==> src/hw/rtl/nqai_pkg.sv <==
// ----------------------------------------------------------------------------
// nqai_pkg
// Shared widths, step counts and operation codes of the angle interpolator.
// ----------------------------------------------------------------------------
package nqai_pkg;

    localparam int unsigned WORD_W   = 32;
    localparam int unsigned LEN_W    = 16;
    localparam int unsigned DEN_W    = 17;
    localparam int unsigned FRAC_W   = 15;
    localparam int unsigned VALUE_W  = 16;
    localparam int unsigned DIV_CNT_W = $clog2(WORD_W);
    localparam int unsigned MUL_STEPS = DEN_W;
    localparam int unsigned MUL_CNT_W = $clog2(MUL_STEPS);

    localparam logic OP_SAMPLE = 1'b0;
    localparam logic OP_TICK   = 1'b1;

    typedef enum logic [6:0] {
        t_st_idle = 7'b0000001,
        t_st_div1 = 7'b0000010,
        t_st_div2 = 7'b0000100,
        t_st_div3 = 7'b0001000,
        t_st_mul1 = 7'b0010000,
        t_st_mul2 = 7'b0100000,
        t_st_wout = 7'b1000000
    } t_state;

endpackage

==> src/hw/rtl/nqai_div.sv <==
// ----------------------------------------------------------------------------
// nqai_div
// Bit-serial signed divider, one quotient bit per cycle, truncating to zero.
// ----------------------------------------------------------------------------
module nqai_div (
    input  logic                        i_clk,
    input  logic                        i_rst_n,
    input  logic                        i_start,
    input  logic [nqai_pkg::WORD_W-1:0] i_num,
    input  logic [nqai_pkg::DEN_W-1:0]  i_den,
    output logic                        o_done,
    output logic [nqai_pkg::WORD_W-1:0] o_quot
);
    import nqai_pkg::*;

    logic                 r_busy;
    logic                 r_done;
    logic [DIV_CNT_W-1:0] r_cnt;
    logic [WORD_W-1:0]    r_q;
    logic [DEN_W-1:0]     r_rem;
    logic [DEN_W-1:0]     r_den;
    logic                 r_neg;
    logic [DEN_W:0]       rem_sh;
    logic                 ge;
    logic [DEN_W:0]       rem_sub;

    assign rem_sh  = {r_rem, r_q[WORD_W-1]};
    assign ge      = rem_sh >= {1'b0, r_den};
    assign rem_sub = rem_sh - {1'b0, r_den};

    always_ff @(posedge i_clk) begin
        if (!i_rst_n) begin
            r_busy <= 1'b0;
            r_done <= 1'b0;
            r_cnt  <= '0;
        end else begin
            r_done <= 1'b0;
            if (i_start) begin
                r_busy <= 1'b1;
                r_cnt  <= '0;
            end else if (r_busy) begin
                r_cnt <= r_cnt + 1'b1;
                if (r_cnt == DIV_CNT_W'(WORD_W - 1)) begin
                    r_busy <= 1'b0;
                    r_done <= 1'b1;
                end
            end
        end
    end

    always_ff @(posedge i_clk) begin
        if (i_start) begin
            r_neg <= i_num[WORD_W-1];
            r_q   <= i_num[WORD_W-1] ? (~i_num + 1'b1) : i_num;
            r_rem <= '0;
            r_den <= i_den;
        end else if (r_busy) begin
            r_rem <= ge ? rem_sub[DEN_W-1:0] : rem_sh[DEN_W-1:0];
            r_q   <= {r_q[WORD_W-2:0], ge};
        end
    end

    assign o_done = r_done;
    assign o_quot = (r_den == '0) ? '0 : (r_neg ? (~r_q + 1'b1) : r_q);

endmodule

==> src/hw/rtl/nqai_mul.sv <==
// ----------------------------------------------------------------------------
// nqai_mul
// Bit-serial multiply-accumulate: acc + mcand * mplr, modulo 2^32.
// ----------------------------------------------------------------------------
module nqai_mul (
    input  logic                        i_clk,
    input  logic                        i_rst_n,
    input  logic                        i_start,
    input  logic [nqai_pkg::WORD_W-1:0] i_acc,
    input  logic [nqai_pkg::WORD_W-1:0] i_mcand,
    input  logic [nqai_pkg::DEN_W-1:0]  i_mplr,
    output logic                        o_done,
    output logic [nqai_pkg::WORD_W-1:0] o_acc
);
    import nqai_pkg::*;

    logic                 r_busy;
    logic                 r_done;
    logic [MUL_CNT_W-1:0] r_cnt;
    logic [WORD_W-1:0]    r_acc;
    logic [WORD_W-1:0]    r_mcand;
    logic [DEN_W-1:0]     r_mplr;

    always_ff @(posedge i_clk) begin
        if (!i_rst_n) begin
            r_busy <= 1'b0;
            r_done <= 1'b0;
            r_cnt  <= '0;
        end else begin
            r_done <= 1'b0;
            if (i_start) begin
                r_busy <= 1'b1;
                r_cnt  <= '0;
            end else if (r_busy) begin
                r_cnt <= r_cnt + 1'b1;
                if (r_cnt == MUL_CNT_W'(MUL_STEPS - 1)) begin
                    r_busy <= 1'b0;
                    r_done <= 1'b1;
                end
            end
        end
    end

    always_ff @(posedge i_clk) begin
        if (i_start) begin
            r_acc   <= i_acc;
            r_mcand <= i_mcand;
            r_mplr  <= i_mplr;
        end else if (r_busy) begin
            if (r_mplr[0]) begin
                r_acc <= r_acc + r_mcand;
            end
            r_mcand <= {r_mcand[WORD_W-2:0], 1'b0};
            r_mplr  <= {1'b0, r_mplr[DEN_W-1:1]};
        end
    end

    assign o_done = r_done;
    assign o_acc  = r_acc;

endmodule

==> src/hw/rtl/newton_quadratic_angle_interpolator.sv <==
// ----------------------------------------------------------------------------
// newton_quadratic_angle_interpolator
// Quadratic Newton upsampler for a wrapping Q15 angle.
// ----------------------------------------------------------------------------
// The input channel carries samples (operation 0) and ticks (operation 1).
// A sample transfer produces no result; a tick transfer produces one
// interpolated angle on the output channel.
// One item is worked on at a time: the next input transfer is taken only
// back in idle. A sample runs three 32-step serial divisions; a tick runs
// two 17-step serial multiply-accumulates while running and none while
// frozen.
// The finished result sits in an output register, so the next input transfer
// is taken while that result waits. If the receiver stalls and a second
// result is finished, the block waits until the first one is taken.
// Reset clears the history, coefficients and tick count, sets both segment
// lengths of each bank to one and starts frozen on a zero angle.
// ----------------------------------------------------------------------------
module newton_quadratic_angle_interpolator (
    input  logic                         i_clk,
    input  logic                         i_rst_n,
    input  logic                         i_in_valid,
    output logic                         o_in_ready,
    input  logic                         i_operation,
    input  logic signed [15:0]           i_sample_value,
    input  logic [14:0]                  i_segment_length,
    input  logic                         i_direction,
    output logic                         o_out_valid,
    input  logic                         i_out_ready,
    output logic signed [15:0]           o_interpolated_value
);
    import nqai_pkg::*;

    t_state              r_state;
    logic [WORD_W-1:0]   r_h    [3];
    logic [WORD_W-1:0]   r_coef [2][3];
    logic [LEN_W-1:0]    r_len  [2][2];
    logic                r_act;
    logic [LEN_W-1:0]    r_tick;
    logic                r_upd;
    logic                r_run;
    logic                r_sub;
    logic [WORD_W-1:0]   r_d1;
    logic [WORD_W-1:0]   r_slope;
    logic [VALUE_W-1:0]  r_res;
    logic                r_ovalid;
    logic [VALUE_W-1:0]  r_out;

    logic                div_start;
    logic                div_done;
    logic                mul_start;
    logic                mul_done;
    logic [WORD_W-1:0]   div_num;
    logic [DEN_W-1:0]    div_den;
    logic [WORD_W-1:0]   div_quot;
    logic [WORD_W-1:0]   mul_acc_in;
    logic [WORD_W-1:0]   mul_mcand;
    logic [DEN_W-1:0]    mul_mplr;
    logic [WORD_W-1:0]   mul_acc;

    logic                in_xfer;
    logic                idle;
    logic [WORD_W-1:0]   h1_new;
    logic [WORD_W-1:0]   h2_raw;
    logic [WORD_W-1:0]   h2_new;
    logic [LEN_W-1:0]    tick_inc;
    logic                out_free;

    assign idle       = (r_state == t_st_idle);
    assign o_in_ready = idle;
    assign in_xfer    = i_in_valid && idle;
    assign out_free   = !r_ovalid || i_out_ready;

    assign h1_new = {r_h[2][30], r_h[2][30:15], {FRAC_W{1'b0}}};
    assign h2_raw = {i_sample_value[15], i_sample_value, {FRAC_W{1'b0}}};

    always_comb begin
        h2_new = h2_raw;
        if (($signed(h2_raw) > $signed(h1_new)) && i_direction) begin
            h2_new[WORD_W-1] = ~h2_raw[WORD_W-1];
        end else if (($signed(h1_new) > $signed(h2_raw)) && !i_direction) begin
            h2_new[WORD_W-1] = ~h2_raw[WORD_W-1];
        end
    end

    assign tick_inc = r_tick + 1'b1;

    always_comb begin
        div_num = r_h[1] - r_h[0];
        div_den = {1'b0, r_len[~r_act][0]};
        unique case (r_state)
            t_st_div2: begin
                div_num = r_h[2] - r_h[1];
                div_den = {1'b0, r_len[~r_act][1]};
            end
            t_st_div3: begin
                div_num = r_slope - r_d1;
                div_den = {1'b0, r_len[~r_act][0]} + {1'b0, r_len[~r_act][1]};
            end
            default: begin
            end
        endcase
        div_start = !r_sub && (r_state == t_st_div1 || r_state == t_st_div2
                               || r_state == t_st_div3);
    end

    always_comb begin
        mul_acc_in = r_coef[r_act][1];
        mul_mcand  = r_coef[r_act][2];
        mul_mplr   = {1'b0, r_tick};
        if (r_state == t_st_mul2) begin
            mul_acc_in = r_coef[r_act][0];
            mul_mcand  = mul_acc;
            mul_mplr   = {1'b0, r_tick} + {1'b0, r_len[r_act][0]};
        end
        mul_start = !r_sub && (r_state == t_st_mul1 || r_state == t_st_mul2);
    end

    nqai_div u_div (
        .i_clk   (i_clk),
        .i_rst_n (i_rst_n),
        .i_start (div_start),
        .i_num   (div_num),
        .i_den   (div_den),
        .o_done  (div_done),
        .o_quot  (div_quot)
    );

    nqai_mul u_mul (
        .i_clk   (i_clk),
        .i_rst_n (i_rst_n),
        .i_start (mul_start),
        .i_acc   (mul_acc_in),
        .i_mcand (mul_mcand),
        .i_mplr  (mul_mplr),
        .o_done  (mul_done),
        .o_acc   (mul_acc)
    );

    always_ff @(posedge i_clk) begin
        if (!i_rst_n) begin
            r_state  <= t_st_idle;
            r_sub    <= 1'b0;
            r_ovalid <= 1'b0;
            r_act    <= 1'b0;
            r_tick   <= '0;
            r_upd    <= 1'b0;
            r_run    <= 1'b0;
            for (int i = 0; i < 3; i++) begin
                r_h[i]       <= '0;
                r_coef[0][i] <= '0;
                r_coef[1][i] <= '0;
            end
            for (int b = 0; b < 2; b++) begin
                r_len[b][0] <= LEN_W'(1);
                r_len[b][1] <= LEN_W'(1);
            end
        end else begin
            if (r_state == t_st_wout && out_free) begin
                r_ovalid <= 1'b1;
            end else if (r_ovalid && i_out_ready) begin
                r_ovalid <= 1'b0;
            end
            if (div_start || mul_start) begin
                r_sub <= 1'b1;
            end
            unique case (r_state)
                t_st_idle: begin
                    if (in_xfer) begin
                        if (i_operation == OP_SAMPLE) begin
                            r_h[0] <= r_h[1];
                            r_h[1] <= h1_new;
                            r_h[2] <= h2_new;
                            r_len[~r_act][0] <= r_len[r_act][1];
                            r_len[~r_act][1] <= {1'b0, i_segment_length};
                            r_state <= t_st_div1;
                        end else if (r_run) begin
                            r_state <= t_st_mul1;
                        end else begin
                            r_res   <= r_h[2][30:15];
                            r_state <= t_st_wout;
                        end
                    end
                end
                t_st_div1: begin
                    if (div_done) begin
                        r_d1    <= div_quot;
                        r_sub   <= 1'b0;
                        r_state <= t_st_div2;
                    end
                end
                t_st_div2: begin
                    if (div_done) begin
                        r_slope <= div_quot;
                        r_sub   <= 1'b0;
                        r_state <= t_st_div3;
                    end
                end
                t_st_div3: begin
                    if (div_done) begin
                        r_coef[~r_act][0] <= r_h[0];
                        r_coef[~r_act][1] <= r_d1;
                        r_coef[~r_act][2] <= div_quot;
                        r_upd   <= 1'b1;
                        r_run   <= 1'b1;
                        r_sub   <= 1'b0;
                        r_state <= t_st_idle;
                    end
                end
                t_st_mul1: begin
                    if (mul_done) begin
                        r_sub   <= 1'b0;
                        r_state <= t_st_mul2;
                    end
                end
                t_st_mul2: begin
                    if (mul_done) begin
                        r_sub   <= 1'b0;
                        r_res   <= mul_acc[30:15];
                        r_tick  <= ((tick_inc >= r_len[r_act][1]) && r_upd) ? '0 : tick_inc;
                        if (tick_inc >= r_len[r_act][1]) begin
                            if (r_upd) begin
                                r_act  <= ~r_act;
                                r_upd  <= 1'b0;
                            end else begin
                                r_h[0] <= r_h[1];
                                r_h[1] <= r_h[2];
                                r_run  <= 1'b0;
                            end
                        end
                        r_state <= t_st_wout;
                    end
                end
                t_st_wout: begin
                    if (out_free) begin
                        r_out    <= r_res;
                        r_state  <= t_st_idle;
                    end
                end
                default: begin
                    r_state <= t_st_idle;
                end
            endcase
        end
    end

    assign o_out_valid          = r_ovalid;
    assign o_interpolated_value = r_out;

endmodule
==> config.mk <==
export PLATFORM = sky130hd
export DESIGN_NAME = newton_quadratic_angle_interpolator
export DESIGN_NICKNAME = d
export VERILOG_FILES = /design/src/hw/rtl/nqai_pkg.sv /design/src/hw/rtl/nqai_div.sv /design/src/hw/rtl/nqai_mul.sv /design/src/hw/rtl/newton_quadratic_angle_interpolator.sv
export SDC_FILE = /design/constraint.sdc
export NUM_CORES = 1
export LEC_CHECK = 0
export BUFFER_PORTS_ARGS = -buffer_cell sky130_fd_sc_hd__buf_4
export CORE_ASPECT_RATIO = 1.2
export CORE_MARGIN = 4
export CORE_UTILIZATION = 30
export DETAILED_ROUTE_END_ITERATION = 7
export SYNTH_ARGS = -nofsm -noshare
export SYNTH_HDL_FRONTEND = slang
export SYNTH_HIERARCHICAL = 1
export SYNTH_SLANG_ARGS = --single-unit
==> constraint.sdc <==
create_clock -name i_clk -period 4.3 [get_ports i_clk]
set_input_delay 1.29 -clock i_clk [delete_from_list [all_inputs] [get_ports i_clk]]
set_output_delay 1.29 -clock i_clk [all_outputs]
set_load 0.02 [all_outputs]
==> Implementation_results.wiki <==
{| class="wikitable"
! Metric !! Value
|-
| Std-Cell Rows || 132
|-
| Number of global-route vias before repair || 23330
|-
| Cell area power density || 359 nW/um2
|-
| Maximum clock insertion buffer count || 3
|-
| Count of yosys warnings during synthesis || 6
|-
| Data required time at the worst endpoint || 4.65 ns
|-
| Capturing element type of the critical path || flip-flop
|-
| Worst-case setup margin in the final layout || -0.224 ns
|-
| Number of setup violations in the final report || 12
|-
| Wire length of the first global-routing pass || 136000 um
|-
| Drt pass-1 iters || 5
|-
| Antenna Nets Post-Route || 0
|-
| Standard cell core area || 108000 um2
|-
| # diodes || 0
|-
| Critical path, cell by cell || inv_1 -> ha_2 -> inv_2 -> fa_2 -> a21o_1 -> a311o_1 -> a31oi_2 -> o21ai_1 -> a21o_1 -> a21o_1 -> a21oi_2 -> xor2_1 -> o221ai_2 -> or4_4 -> buf_6 -> or4_4 -> o31ai_4 -> xor2_1 -> a21oi_1
|-
| Net total in the final layout || 3393
|-
| Vias || 23684
|-
| Family of cells with the greatest summed delay on the critical path || compound AO/OA/AOI/OAI gates
|-
| Cts bufs inserted || 55
|-
| DIE HEIGHT || 369 um
|-
| Max stage delay cell, worst path || or4_4
|-
| Total standard cell area after synthesis || 32600 um2
|-
| Full die area || 114000 um2
|-
| Total count of hold-check failures in the final report || 0
|-
| Violation count after the first detailed-route iteration || 1505
|-
| Transition time at the pin with the least slew margin || 1.13 ns
|-
| Data arrival, critical path || 4.87 ns
|-
| Routability-driven placement congestion ratio || 0.889
|-
| Per-instance average area after synthesis || 10.7 um2
|-
| Max_cap viols || 0
|-
| Violations in the final reports || setup timing
|-
| Cells after Synth || 3051
|-
| Overall die width || 309 um
|-
| Total power consumption of the routed design || 13600 uW
|-
| Worst ir drop on vdd || 0.000287 V
|-
| Type of the worst min-delay path || flip-flop to flip-flop
|-
| Unrepaired setup endpoints after global routing || true
|-
| Slowest stage delay, CP || 0.53 ns
|-
| Slew headroom || 24.7%
|-
| Post-route clock skew || 0.0379 ns
|-
| Maximum frequency from static timing analysis || 0.221 GHz
|-
| Count of buffer and inverter cells on the critical path || 3
|-
| Root cell of the clock tree || clkbuf_16
|-
| Leading cell type in the layout, fill and taps excluded || edfxtp_1
|-
| Crit path top cell by count || a21o_1
|-
| Area of all placed cells without fillers || 37800 um2
|-
| Total of buffers placed on input and output ports || 54
|-
| Number of placed I/O pins || 55
|-
| Launching element type of the critical path || flip-flop
|-
| Sum of net half-perimeters after detailed placement || 64900 um
|-
| Final wirelength || 88100 um
|-
| Total count of max-transition violations in the final report || 0
|-
| Initial core utilization || 30.2%
|-
| Clk pin slew, worst setup/hold paths || 0.06 ns
|-
| Remaining global-route overflow || 0
|-
| Clock Sink Count || 552
|-
| Worst setup slack after placement || -0.309 ns
|-
| Post-layout utilization of the core || 35.0%
|-
| Critical path fanouts, max || 3
|-
| # DRC || 0
|-
| Number of antenna violations at the first check in global routing || 1
|-
| TritonCTS clock tree || done
|-
| Critical path start-end classification || flip-flop to flip-flop
|-
| Share of final-layout standard cells stronger than drive strength 1 || 16.2%
|-
| Growth of design area from synthesis to finish || 15.8%
|-
| Most used cells in the layout excluding fill and tap cells || edfxtp_1, nor2_1, nand2_1
|-
| Htree depth || 2
|-
| Portion of the clock cycle consumed by the worst path in the final layout || 105%
|-
| Clock latency on the worst-skew pair || 0.64 ns
|-
| Total nets after synthesis || 3274
|-
| Largest net degree at the start of global routing || 106
|-
| Via density per instance || 5.13
|-
| Cell Area, Placed || 35600 um2
|-
| Overall global routing resource usage || 15.1%
|-
| Period minus WS final || 4.52 ns
|-
| Average detailed-routed wire length per instance || 19.1 um
|-
| Run status || finished with violations
|-
| Leakage || 0.0143 uW
|}
## registers in the layout (all words and copies together) (netlist names), 31 cells and up, named ones only
register,flops
u_div/r_q,32
u_mul/o_acc,31
r_slope,32
r_h,51
r_d1,32
r_len,60
u_mul/r_mcand,31
r_coef,156
## path summary, 6_finish.rpt
| path | from | endpoint | slack (ns) | cells past startpoint |
|---|---|---|---|---|
| worst min register to register | r_res[0] | o_interpolated_value[0] | 0.43 | 0 |
| worst max register to register | r_slope[0] | u_div/r_q[22] | -0.22 | 19 |
| worst max-delay path | r_slope[0] | u_div/r_q[22] | -0.22 | 19 |
| worst min-delay path | r_res[0] | o_interpolated_value[0] | 0.43 | 0 |
## metal layers
layer  part of all wire, %  wire [um]  GRT usage [%]
met5                 0.011         10              0
met3                   4.6       4070           1.79
met1                    44      38600           19.8
met2                    47      41800           25.4
met4                   4.2       3700           6.06
## what timing repair did
item | in CTS | in global routing
buffers inserted | 6 | 6
cloned | 0 | 0
gates resized for setup | 29 | 14
setup endpoints to repair | 17 | 28
endpoints found under the hold margin | 0 | 0
pin swaps | 38 | 32
hold buffers | 0 | 0
## stage by stage
step	TNS, ns	instances	hold WS, ns
2_1_floorplan	-0.00143	3051	0.400
3_3_place_gp	-2.64	4508	0.403
3_5_place_dp	-2.91	4508	0.405
4_1_cts	-1.42	4612	0.423
5_1_grt	-4.61	4618	0.441
6_report	-1.55	4618	0.426
## area by class of cell
cell class / instances / area (um2)
tap: 1407 / 1760
inverter: 149 / 559
fill: 10616 / 70100
clock inverter: 35 / 464
timing repair buffer: 222 / 1810
multi-input combinational: 2190 / 15800
sequential: 552 / 16000
clock buffer: 63 / 1410
## report_power, final
part           internal (uW)  switching (uW)  leakage, uW
Clock                   2950            2150     0.000888
Sequential              6060             149      0.00527
Combinational            914            1350      0.00815
(Power assumes the default switching activity.)
